===== src/rtl/battery_days_left_forecaster_top_macros.svh =====
// Assertion macros shared by the battery forecaster modules
`ifndef BATTERY_DAYS_LEFT_FORECASTER_TOP_MACROS_SVH
`define BATTERY_DAYS_LEFT_FORECASTER_TOP_MACROS_SVH

// Check a property on the rising clock, held off during reset
`define BDLF_ASSERT(label, clk, rst_n, prop, msg) \
    label: assert property (@(posedge clk) disable iff (!rst_n) prop) else $error(msg);

// Check a property on the rising clock at every edge, reset included
`define BDLF_ASSERT_ALWAYS(label, clk, prop, msg) \
    label: assert property (@(posedge clk) prop) else $error(msg);

`endif


===== src/rtl/bdlf_pkg.sv =====
// Types, constants and register codes of the battery days-left forecaster
`default_nettype none
package bdlf_pkg;

    localparam int TIME_BITS_DEF = 48;
    localparam int DIV_W         = 27;
    localparam int CFG_IDX_W     = 2;
    localparam int CFG_DATA_W    = 32;

    localparam logic [DIV_W-1:0] DAY_MS      = 27'd86400000;
    localparam logic [DIV_W-1:0] HALF_DAY_MS = 27'd43200000;
    localparam logic [15:0]      UNKNOWN_LEVEL = 16'hffff;

    localparam logic [13:0] LEVEL_STEP_RST   = 14'd20;
    localparam logic [31:0] SETTLE_DELAY_RST = 32'd3600000;
    localparam logic [31:0] MIN_EPOCH_RST    = 32'd86400000;

    // Configuration register indexes
    localparam logic [CFG_IDX_W-1:0] REG_LEVEL_STEP   = 2'd0;
    localparam logic [CFG_IDX_W-1:0] REG_SETTLE_DELAY = 2'd1;
    localparam logic [CFG_IDX_W-1:0] REG_MIN_EPOCH    = 2'd2;

    typedef struct packed {
        logic [47:0] now_ms;
        logic [15:0] level;
        logic        on_battery;
    } in_item_t;

    typedef struct packed {
        logic signed [15:0] days_left;
        logic               days_valid;
    } out_item_t;

    typedef struct packed {
        logic busy;
        logic done;
    } div_stat_t;

endpackage
`default_nettype wire


===== src/rtl/bdlf_div.sv =====
// Iterative restoring divider, one quotient bit per cycle
`default_nettype none
module bdlf_div #(
    parameter int DW = 67
) (
    input  wire logic                      clk,
    input  wire logic                      rst_n,
    input  wire logic                      start,
    input  wire logic [DW-1:0]             dividend,
    input  wire logic [bdlf_pkg::DIV_W-1:0] divisor,
    output logic [DW-1:0]                  quotient,
    output bdlf_pkg::div_stat_t            stat
);
    import bdlf_pkg::*;

    localparam int CW = $clog2(DW + 1);

    logic [DW-1:0]    quo_reg, quo_next;
    logic [DIV_W-1:0] rem_reg, rem_next;
    logic [DIV_W-1:0] dvs_reg, dvs_next;
    logic [CW-1:0]    cnt_reg, cnt_next;
    logic             busy_reg, busy_next;
    logic             done_reg, done_next;
    logic [DIV_W:0]   rem_sh;
    logic [DIV_W:0]   diff;

    // Shift in one dividend bit and try a subtract
    always_comb
    begin
        rem_sh    = {rem_reg, quo_reg[DW-1]};
        diff      = rem_sh - {1'b0, dvs_reg};
        quo_next  = quo_reg;
        rem_next  = rem_reg;
        dvs_next  = dvs_reg;
        cnt_next  = cnt_reg;
        busy_next = busy_reg;
        done_next = 1'b0;
        if (start && !busy_reg)
        begin
            quo_next  = dividend;
            rem_next  = '0;
            dvs_next  = divisor;
            cnt_next  = CW'(DW);
            busy_next = 1'b1;
        end
        else if (busy_reg)
        begin
            if (!diff[DIV_W])
            begin
                rem_next = diff[DIV_W-1:0];
                quo_next = {quo_reg[DW-2:0], 1'b1};
            end
            else
            begin
                rem_next = rem_sh[DIV_W-1:0];
                quo_next = {quo_reg[DW-2:0], 1'b0};
            end
            cnt_next = cnt_reg - CW'(1);
            if (cnt_reg == CW'(1))
            begin
                busy_next = 1'b0;
                done_next = 1'b1;
            end
        end
    end

    always_ff @(posedge clk or negedge rst_n)
    begin
        if (!rst_n)
        begin
            busy_reg <= 1'b0;
            done_reg <= 1'b0;
            cnt_reg  <= '0;
        end
        else
        begin
            busy_reg <= busy_next;
            done_reg <= done_next;
            cnt_reg  <= cnt_next;
        end
    end

    always_ff @(posedge clk)
    begin
        quo_reg <= quo_next;
        rem_reg <= rem_next;
        dvs_reg <= dvs_next;
    end

    assign quotient  = quo_reg;
    assign stat.busy = busy_reg;
    assign stat.done = done_reg;

`include "battery_days_left_forecaster_top_macros.svh"

    `BDLF_ASSERT(a_start_busy, clk, rst_n, start && !busy_reg |=> busy_reg, "divider did not start")
    `BDLF_ASSERT(a_done_idle, clk, rst_n, done_reg |-> !busy_reg && $past(busy_reg), "done without run")
    `BDLF_ASSERT(a_cnt_zero, clk, rst_n, !busy_reg |-> cnt_reg == '0 || start, "count left over")

endmodule
`default_nettype wire


===== config.mk =====
export PLATFORM = sky130hd
export DESIGN_NAME = bdlf_div
export DESIGN_NICKNAME = d
export VERILOG_FILES = /design/src/rtl/bdlf_pkg.sv /design/src/rtl/bdlf_div.sv
export VERILOG_INCLUDE_DIRS = /design/src /design/src/rtl
export SDC_FILE = /design/constraint.sdc
export NUM_CORES = 1
export LEC_CHECK = 0
export BUFFER_PORTS_ARGS = -buffer_cell sky130_fd_sc_hd__buf_2
export CAP_MARGIN = 30
export CORE_ASPECT_RATIO = 1.75
export CORE_MARGIN = 2
export CORE_UTILIZATION = 53
export DETAILED_ROUTE_END_ITERATION = 10
export PLACE_DENSITY = 0.77
export SLEW_MARGIN = 20
export SYNTH_ARGS = -nofsm -noshare
export SYNTH_HDL_FRONTEND = slang
export SYNTH_SLANG_ARGS = --single-unit
export TNS_END_PERCENT = 5

===== constraint.sdc =====
create_clock -name clk -period 5.2 [get_ports clk]
set_clock_uncertainty 0.1 [all_clocks]
set_input_delay 1.3 -clock clk [delete_from_list [all_inputs] [get_ports clk]]
set_output_delay 1.3 -clock clk [all_outputs]
set_load 0.005 [all_outputs]

==> results of run 1 <==
==> synth_stat cells, types with 3 or more instances <==
master      n
nor3_1      4
nand2_1   219
buf_6       3
clkbuf_1   26
xnor2_1    19
edfxtp_1   94
o21a_1      4
nor2_1     21
dfxtp_1    27
nand3_1     5
a22o_1     20
a21o_1      8
ha_1       29
a32oi_1     4
o211ai_1    7
mux2_4     18
inv_1      36
xor2_1      8
a31oi_1    10
dfrtp_1     9
o31ai_1     3
o21ai_0    21
a21oi_1    30
a211oi_1    3
nand2b_1    8
==> power by group <==
group          internal [mW]  leakage, nW  switching (mW)
combinational           1.31         2.41            1.28
clock                  0.770        0.296           0.484
sequential              1.66         1.31           0.295
==> cell families after synthesis <==
logic type      share of synthesized area (%)
xor+xnor                                3.725
buf+inv                                 4.204
mux                                     4.315
simple gates                            16.63
compound gates                          12.59
flops                                   52.89
fa+ha+maj                               5.643
==> final timing paths <==
kind	cells after the start	end	startpoint	slack, ns
min in group asynchronous	1	cnt_reg[5]	rst_n	0.63
setup reg to reg	12	rem_reg[22]	quotient[66]	1.94
max in group asynchronous	1	cnt_reg[4]	rst_n	4.19
setup / recovery	12	rem_reg[22]	quotient[66]	1.94
hold / removal	1	cnt_reg[5]	cnt_reg[5]	0.39
hold reg to reg	1	cnt_reg[5]	cnt_reg[5]	0.39
==> layout by cell type, fill, tap and decap left out, drive strengths merged, types with 3 or more instances in the layout <==
cell type    n
a211oi       3
a21o         8
a21oi       30
a22o        20
a31oi       10
a32oi        4
buf        173
bufinv       3
clkbuf      17
clkinvlp     3
dfrtp        9
dfxtp       27
edfxtp      94
ha          29
inv         44
mux2        20
nand2      219
nand2b       8
nand3        5
nor2        21
nor3         4
o211ai       7
o21a         4
o21ai       22
o31ai        3
xnor2       20
xor2         8
==> final cells by class <==
type	instances	area [µm²]	share of cell area (%)
multi-input combinational	477	2914	34.86
clock inverter	15	196.4	2.350
tap	168	210.2	2.515
sequential	130	3588	42.93
inverter	37	138.9	1.661
timing repair buffer	173	885.9	10.60
clock buffer	17	425.4	5.089
==> through the flow <==
stage | setup slack (ns) | hold slack (ns)
after floorplan | 1.472 | 0.3476
after global placement | 1.964 | 0.3577
after detailed placement | 1.911 | 0.3763
after CTS | 1.940 | 0.3862
after global routing | 1.722 | 0.4166
final | 1.943 | 0.3853
==> worst register-to-register path: cells and delay by family (launching register included) <==
kind            cells  cell delay (ns)
mux                 1             0.26
buf+inv             2             0.14
xor+xnor            1             0.10
fa+ha+maj           2             0.58
compound gates      6             1.57
flops               1             0.39
==> per-layer routing <==
| metal | GRT usage (%) | up-vias | share of wire (%) |
|---|---|---|---|
| met5 | 0 | - | 0 |
| met4 | 8.102 | 0 | 2.0 |
| met1 | 28.17 | 2594 | 38 |
| li1 | - | 2677 | - |
| met3 | 6.763 | 30 | 6.4 |
| met2 | 43.10 | 203 | 54 |
==> flow_summary_export.csv, run 1 <==
group,metric,value,unit
final_layout,diodes,0,
synth,ys_types,55,
placed_design,numPortBuffers,165,
clocking,cts_buffers,17,
worst_setup_path,start_kind,"flip-flop",
status,status,"finished clean",
synth,synth_ff_type,"edfxtp_1",
final_layout,drive_above_1_share,27.44,%
timing,drv_slew,0,
worst_setup_path,path_cells,"inv_1, ha_1, inv_1, fa_1, a211oi_1, o211ai_1, a32oi_1, o211ai_1, a21boi_0, xnor2_1, mux2_4, a22o_1",
synth,ys_seq_elements,130,
global_route,grt_max_degree,69,
placed_design,post-dp-hpwl,11550,µm
synth,syn_nets,802,
floorplan,ios,166,
timing,fin_tns_setup,0,ns
min_path,hold_path.class,"flip-flop to flip-flop",
clocking,clkSinkCount,130,
worst_setup_path,cp-end-kind,"flip-flop",
floorplan,dieWidth,89.53,µm
drt,routed_wirelength,16390,µm
drt,drt-initial-drc-count,258,
global_route,grt_usage,24.58,%
worst_setup_path,cp_slowest_cell,"fa_1",
power,powerDensity,692.6,nW/µm²
worst_setup_path,critPathMaxStageDelay,0.42,ns
global_route,grt_pass1_vias,5652,
clocking,cts_tree,"yes",
worst_setup_path,crit_arrival,3.46,ns
placed_design,gp_congestion,0.9420,
drt,drt_pass1_iterations,5,
floorplan,core_area,12500,µm²
synth,postSynthCellCount,675,
floorplan,start_util,54.28,%
final_layout,largest_reg_flops,67,
clocking,cts_resized,0,
clocking,post_cts_buffers,0,
floorplan,die_h,153.7,µm
drt,drt-vias-per-instance,5.412,
power,ir_drop,0.3365,mV
power,leakage,4.012,nW
floorplan,rows,54,
global_route,grt_pass1_wl,26590,µm
power,p_total,5.790,mW
clocking,htreeDepth,4,
synth,ys_seq_area_share,52.89,%
clocking,path_clk_slew,0.06,ns
clocking,clk_latency,0.42,ns
final_layout,fillerInstances,964,
placed_design,dp.cells,985,
worst_setup_path,critPathBufInv,2,
global_route,globalRoute.totalOverflow,0,
drt,detail-route-antenna-nets,0,
drt,drc,0,
placed_design,dpl_cell_area,7737,µm²
final_layout,nets,963,
timing,rsz0062_at_grt,"false",
worst_setup_path,critPathRequiredTime,5.40,ns
clocking,clockRootBuffer,"clkbuf_16",
clocking,clock_path_buffers,2,
final_layout,final_area,8359,µm²
drt,routedWlPerCell,16.11,µm
synth,yosys.area.top_type_share,41.60,%
timing,max_freq,307.1,MHz
synth,yosys.area.top_type,"edfxtp_1",
global_route,antenna_found_initial,0,
final_layout,synthToLayoutAreaGrowth,23.20,%
floorplan,die-area,13760,µm²
worst_setup_path,critical_path.max_fanout,4,
job,max_cap_violations,0,
worst_setup_path,crit_family,"compound AO/OA/AOI/OAI gates",
synth,synth_enable_flop_cells,94,
synth,yosys_warnings,0,
final_layout,post-route-util,66.88,%
timing,fin_crit_sh,62.63,%
timing,period_needed,3.257,ns
synth,yosys-top-cells-area,"edfxtp_1 42%, nand2_1 12%, dfxtp_1 8.0%",
drt,vias,5504,
synth,mappedNetlistArea,6785,µm²
synth,synth-async-reset-ratio,6.923,%
timing,slew_headroom,46.98,%
synth,syn_area_per_cell,10.05,µm²
timing,max_slew.worst_pin.slew,0.7926,ns
clocking,hold_buffers,0,
worst_setup_path,worstSetupPathType,"flip-flop to flip-flop",
final_layout,final_cells,1017,
timing,final_hold_viol_count,0,
timing,setup_viol_count_final,0,
Power figures use the tool's default switching activity.
==> inputs of run 2 (changes only) <==
clock period = 3 ns   (was 5.2 ns; I/O delays follow)
==> run 2 against run 1 <==
Sequential power is 73% higher. Sequential cell count is the same. Total power is 83% higher. Die area unchanged. Register-to-register slack worse by 1.9 ns. Clock power up 59%. Global-route usage increased by 0.77 points. Setup slack worse by 1.9 ns. Sequential share of layout area down 1.8 points. Combinational power is 100% higher.
==> flow_summary_export.csv, run 2 (same netlist as run 1, synthesis figures left out) <==
group,metric,value,unit
status,status,"finished clean",
global_route,antenna_found_initial,0,
power,power_frac_comb,49.3,%
worst_setup_path,critPathCapture,"rem_reg[7]",
final_layout,drive_above_1_share,31.70,%
power,powerDensity,1214,nW/µm²
worst_setup_path,regToRegStartpoint,"dvs_reg[22]",
timing,setup_viol_count_final,0,
final_layout,nets,991,
power,switching_share,36.34,%
clocking,clk_latency,0.42,ns
final_layout,layout_commonest_cell,"nand2_1",
clocking,clock_path_buffers,2,
worst_setup_path,crit_arrival,3.19,ns
worst_setup_path,critPathRequiredTime,3.21,ns
timing,max_slew.worst_pin.slew,0.6807,ns
global_route,grt_pass1_wl,27400,µm
clocking,htreeDepth,4,
placed_design,numPortBuffers,165,
clocking,clockRootBuffer,"clkbuf_16",
floorplan,dieWidth,89.53,µm
clocking,clkSinkCount,130,
worst_setup_path,critical_path.max_fanout,5,
final_layout,post-route-util,69.73,%
timing,fin_tns_setup,0,ns
job,max_cap_violations,0,
floorplan,rows,54,
timing,fin_crit_sh,99.50,%
drt,routed_wirelength,17070,µm
worst_setup_path,ff2ff_path_depth,11,
clocking,cts_buffers,17,
floorplan,core_area,12500,µm²
power,p_total,10.58,mW
placed_design,post-dp-hpwl,11840,µm
drt,drc,0,
global_route,grt_usage,25.35,%
global_route,globalRoute.totalOverflow,0,
global_route,grt_max_degree,89,
timing,max_freq,335.0,MHz
floorplan,die_h,153.7,µm
power,power_frac_seq,31.9,%
timing,rsz0062_at_grt,"true",
worst_setup_path,cp-end-kind,"flip-flop",
worst_setup_path,rr_endpoint,"rem_reg[7]",
power,internal_power,6.734,mW
final_layout,diodes,0,
timing,drv_slew,0,
clocking,path_clk_slew,0.07,ns
final_layout,final_cell_mix,"217 x nand2_1, 165 x buf_2, 94 x edfxtp_1",
timing,final_hold_viol_count,0,
floorplan,start_util,54.28,%
drt,vias,5735,
worst_setup_path,startpoint,"dvs_reg[22]",
power,leakage,4.161,nW
worst_setup_path,rrSetupSlack,0.02,ns
final_layout,fillerInstances,957,
floorplan,ios,166,
min_path,hold_path.class,"primary input to asynchronous set/reset pin",
clocking,cts_tree,"yes",
global_route,grt_pass1_vias,5961,
drt,detail-route-antenna-nets,0,
worst_setup_path,worstSetupPathType,"flip-flop to flip-flop",
timing,slew_headroom,54.62,%
timing,period_needed,2.985,ns
final_layout,synthToLayoutAreaGrowth,28.45,%
drt,drt-vias-per-instance,5.488,
power,ir_drop,0.5981,mV
worst_setup_path,start_kind,"flip-flop",
power,pwr-share-clk,18.8,%
final_layout,largest_reg_flops,67,
placed_design,gp_congestion,0.8931,
power,p_switching,3.844,mW
drt,drt_pass1_iterations,7,
drt,routedWlPerCell,16.34,µm
floorplan,die-area,13760,µm²
drt,drt-initial-drc-count,349,
[run 2: cell count changes in the layout (fill, tap and decap cells not counted), moves of 2 or more]
cell,change
a21oi_1,-2
a21oi_2,+2
buf_12,+3
buf_4,+23
bufinv_16,-3
clkbuf_16,+2
clkinv_4,+2
ha_1,-4
ha_4,+3
mux2_2,-2
mux2_4,+2
nand2_1,-2
nand2_2,+2
[run 2: worst min-delay path by stage]
stage               startpoint         end  slack [ns]  cells after the start
floorplan                rst_n    busy_reg        0.35                      0
global placement    cnt_reg[5]  cnt_reg[5]        0.36                      1
detailed placement  cnt_reg[5]  cnt_reg[5]        0.38                      1
CTS                      rst_n  cnt_reg[2]        0.07                      1
global route             rst_n  cnt_reg[2]        0.08                      1
finish                   rst_n  cnt_reg[2]        0.08                      1
[run 2: cell type report]
cell class              instances  area (µm²)  area share (%)
clock buffers                  17       425.4           4.881
multi-input cells             477        3038           34.85
clock inverters                15       142.6           1.637
flip-flops and latches        130        3588           41.17
repair buffers                201        1169           13.41
inverters                      37       142.6           1.637
well taps                     168       210.2           2.412
[run 2: repair_timing]
item / 4_1_cts / 5_1_grt
hold buffers: 0 / 0
hold endpoints to repair: 0 / 0
setup endpoints to repair: 5 / 28
buffers inserted: 0 / 2
pin swaps: 0 / 8
cloned: 0 / 2
resized for setup: 3 / 21
[run 2: per-layer routing]
layer  global-route usage, %  share of wire (%)
met1                   29.22                 37
met2                   43.14                 52
met3                   7.515                7.1
met4                   9.950                3.3
met5                       0                  0
[run 2: worst max-delay path: stages (launching register included)]
cell       delay (ns)
edfxtp_1         0.37
inv_2            0.08
ha_4             0.21
a21o_1           0.19
a31oi_4          0.17
o31ai_4          0.11
or4_4            0.44
o221ai_4         0.26
xnor2_4          0.22
clkbuf_16        0.23
mux2_4           0.29
a22o_1           0.18
[run 2: stage by stage]
step           cells  hold WS [ns]  instance area, µm²  setup slack (ns)
2_1_floorplan    675        0.3476                6790          0.005157
3_3_place_gp    1009        0.3620                7959           0.02584
6_report        1045       0.07512                8716           0.01510
5_1_grt         1045       0.07514                8716          -0.09535
3_5_place_dp    1009        0.3819                7959          0.009058
4_1_cts         1041       0.07078                8537           0.02106
[run 2: power by group through the flow]
| stage | Clock [mW] | Sequential, mW | Combinational (mW) |
|---|---|---|---|
| 2_1_floorplan | 0 | 3.33 | 3.22 |
| 3_3_place_gp | 0 | 3.35 | 4.59 |
| 3_5_place_dp | 0 | 3.36 | 4.76 |
| 4_1_cts | 2.02 | 3.36 | 4.80 |
| 5_1_grt | 2.09 | 3.47 | 5.68 |
| 6_report | 1.99 | 3.38 | 5.21 |
==> inputs of run 3 (changes only) <==
CORE_MARGIN = default   (was 2)
==> run 3 against run 2 <==
Largest cell class unchanged. Critical path type unchanged. Via count fell by 1.7%. Largest power group unchanged. Sequential power about the same. Highest routed layer unchanged. Combinational power increased by 0.8%. Critical path depth up 1. Final cell count increased by 0.38%. Global-route usage is 0.15 points higher. Utilization is 0.59 points higher. Sequential share of layout area is 0.33 points lower. First-iteration DRC count down 20%. Register-to-register slack hardly changed. Setup slack better by 0.0055 ns.
==> flow_summary_export.csv, run 3 (same netlist as run 1, synthesis figures left out) <==
group,metric,value,unit
drt,drt-vias-per-instance,5.376,
clocking,clock_path_buffers,2,
clocking,cts_tree,"yes",
power,ir_drop,0.6473,mV
final_layout,final_cell_mix,"218 x nand2_1, 165 x buf_2, 94 x edfxtp_1",
floorplan,start_util,54.28,%
timing,max_slew.worst_pin.slew,0.5695,ns
global_route,grt_usage,25.50,%
job,max_cap_violations,0,
placed_design,post-dp-hpwl,11810,µm
power,pwr-share-clk,19.3,%
clocking,clockRootBuffer,"clkbuf_16",
clocking,cts_buffers,17,
clocking,path_clk_slew,0.07,ns
timing,fin_tns_setup,0,ns
floorplan,core_area,12500,µm²
floorplan,rows,54,
floorplan,die-area,13280,µm²
placed_design,dpl_cell_area,7991,µm²
floorplan,dieWidth,87.53,µm
timing,slew_headroom,61.54,%
final_layout,post-route-util,70.32,%
drt,vias,5639,
min_path,hold_path.class,"primary input to asynchronous set/reset pin",
timing,fin_crit_sh,99.31,%
final_layout,synthToLayoutAreaGrowth,29.54,%
worst_setup_path,cp_slowest_cell,"or4_4",
final_layout,nets,995,
clocking,clkSinkCount,130,
final_layout,largest_reg_flops,67,
status,status,"finished clean",
timing,drv_slew,0,
global_route,grt_pass1_wl,25880,µm
timing,max_freq,335.6,MHz
worst_setup_path,path_cells,"inv_2, ha_4, a21o_1, a31oi_2, o31ai_2, or4_4, o221ai_4, xnor2_4, buf_12, buf_12, mux2_4, a22o_1",
clocking,htreeDepth,4,
drt,detail-route-antenna-nets,0,
worst_setup_path,critical_path.max_fanout,6,
clocking,clk_latency,0.42,ns
worst_setup_path,worst_path_most_repeated_cell,"buf_12",
global_route,grt_pass1_vias,5696,
drt,drt_pass1_iterations,4,
worst_setup_path,critPathRequiredTime,3.21,ns
timing,period_needed,2.979,ns
placed_design,numPortBuffers,165,
global_route,grt_max_degree,53,
floorplan,ios,166,
floorplan,die_h,151.7,µm
global_route,antenna_found_initial,0,
worst_setup_path,start_kind,"flip-flop",
power,internal_power,6.894,mW
final_layout,drive_above_1_share,32.46,%
final_layout,diodes,0,
timing,rsz0062_at_grt,"true",
clocking,hold_buffers,0,
drt,routedWlPerCell,16.17,µm
worst_setup_path,worstSetupPathType,"flip-flop to flip-flop",
power,p_total,10.73,mW
power,p_switching,3.834,mW
final_layout,final_area,8790,µm²
final_layout,layout_commonest_cell,"nand2_1",
worst_setup_path,crit_arrival,3.18,ns
placed_design,gp_congestion,0.8735,
final_layout,final_cells,1049,
power,power_frac_seq,31.7,%
placed_design,dp.cells,1010,
drt,drt-initial-drc-count,280,
drt,routed_wirelength,16960,µm
timing,setup_viol_count_final,0,
worst_setup_path,critPathMaxStageDelay,0.44,ns
global_route,globalRoute.totalOverflow,0,
power,leakage,4.202,nW
drt,drc,0,
power,power_frac_comb,49.0,%
timing,final_hold_viol_count,0,
worst_setup_path,cp-end-kind,"flip-flop",
power,powerDensity,1220,nW/µm²
power,switching_share,35.74,%
==> run 3: cell count changes in the layout (fill, tap and decap cells not counted), moves of 2 or more <==
cell and delta:
inv_1 -2, inv_6 +2, buf_12 +3, a21oi_2 +2, inv_2 +2, a21oi_1 -2
==> run 3: critical path, delay by kind of cell, from the launching register on <==
family	cells	cell delay (ns)
AOI/OAI and AO/OA	5	0.93
xor gates and xnor gates	1	0.16
adders and majority gates	1	0.20
buffers and inverters	3	0.36
DFF	1	0.38
muxes	1	0.30
and+or+nand+nor	1	0.44
==> run 3: metrics by stage <==
stage	hold WS [ns]	worst slack, ns
global placement	0.3637	0.07568
global route	0.07128	-0.1085
floorplan	0.3476	0.005157
CTS	0.07144	0.005362
detailed placement	0.4060	0.005796
finish	0.07119	0.02056
==> run 3: layer usage <==
layer,wire [µm],track usage (%),part of all wire [%]
met5,0,0,0
met4,438,12.79,2.6
met3,953,7.259,5.6
met2,9255,46.29,55
met1,6316,26.26,37
==> run 3: layout make-up <==
cell class                 count  area (µm²)
sequential                   130        3590
multi-input combinational    477        3025
clock buffer                  17       425.4
tap                          168       210.2
inverter                      37       142.6
fill                         938        3710
timing repair buffer         205        1236
clock inverter                15       160.2
==> run 3: power groups by stage <==
stage	sequential, mW	clock [mW]	combinational (mW)
floorplan	3.33	0	3.22
global placement	3.35	0	4.58
detailed placement	3.37	0	4.77
CTS	3.38	2.10	4.78
global route	3.49	2.18	5.72
finish	3.40	2.08	5.25
==> run 3: worst paths after layout <==
check                      cells after the start         from  slack, ns          end
min                                            1        rst_n       0.07   cnt_reg[1]
min reg2reg                                    1   cnt_reg[6]       0.42   cnt_reg[6]
max reg2reg                                   12  dvs_reg[20]       0.02   rem_reg[4]
max                                           12  dvs_reg[20]       0.02   rem_reg[4]
max in group asynchronous                      1        rst_n       2.54   cnt_reg[4]
min in group clk                               1  divisor[20]       0.40  dvs_reg[20]
==> run 3: timing repair <==
action | 4_1_cts | 5_1_grt
cloned | 0 | 2
hold endpoints to repair | 0 | 0
buffers inserted | 0 | 5
gates resized for setup | 2 | 25
pin swaps | 0 | 12
setup endpoints to repair | 3 | 26
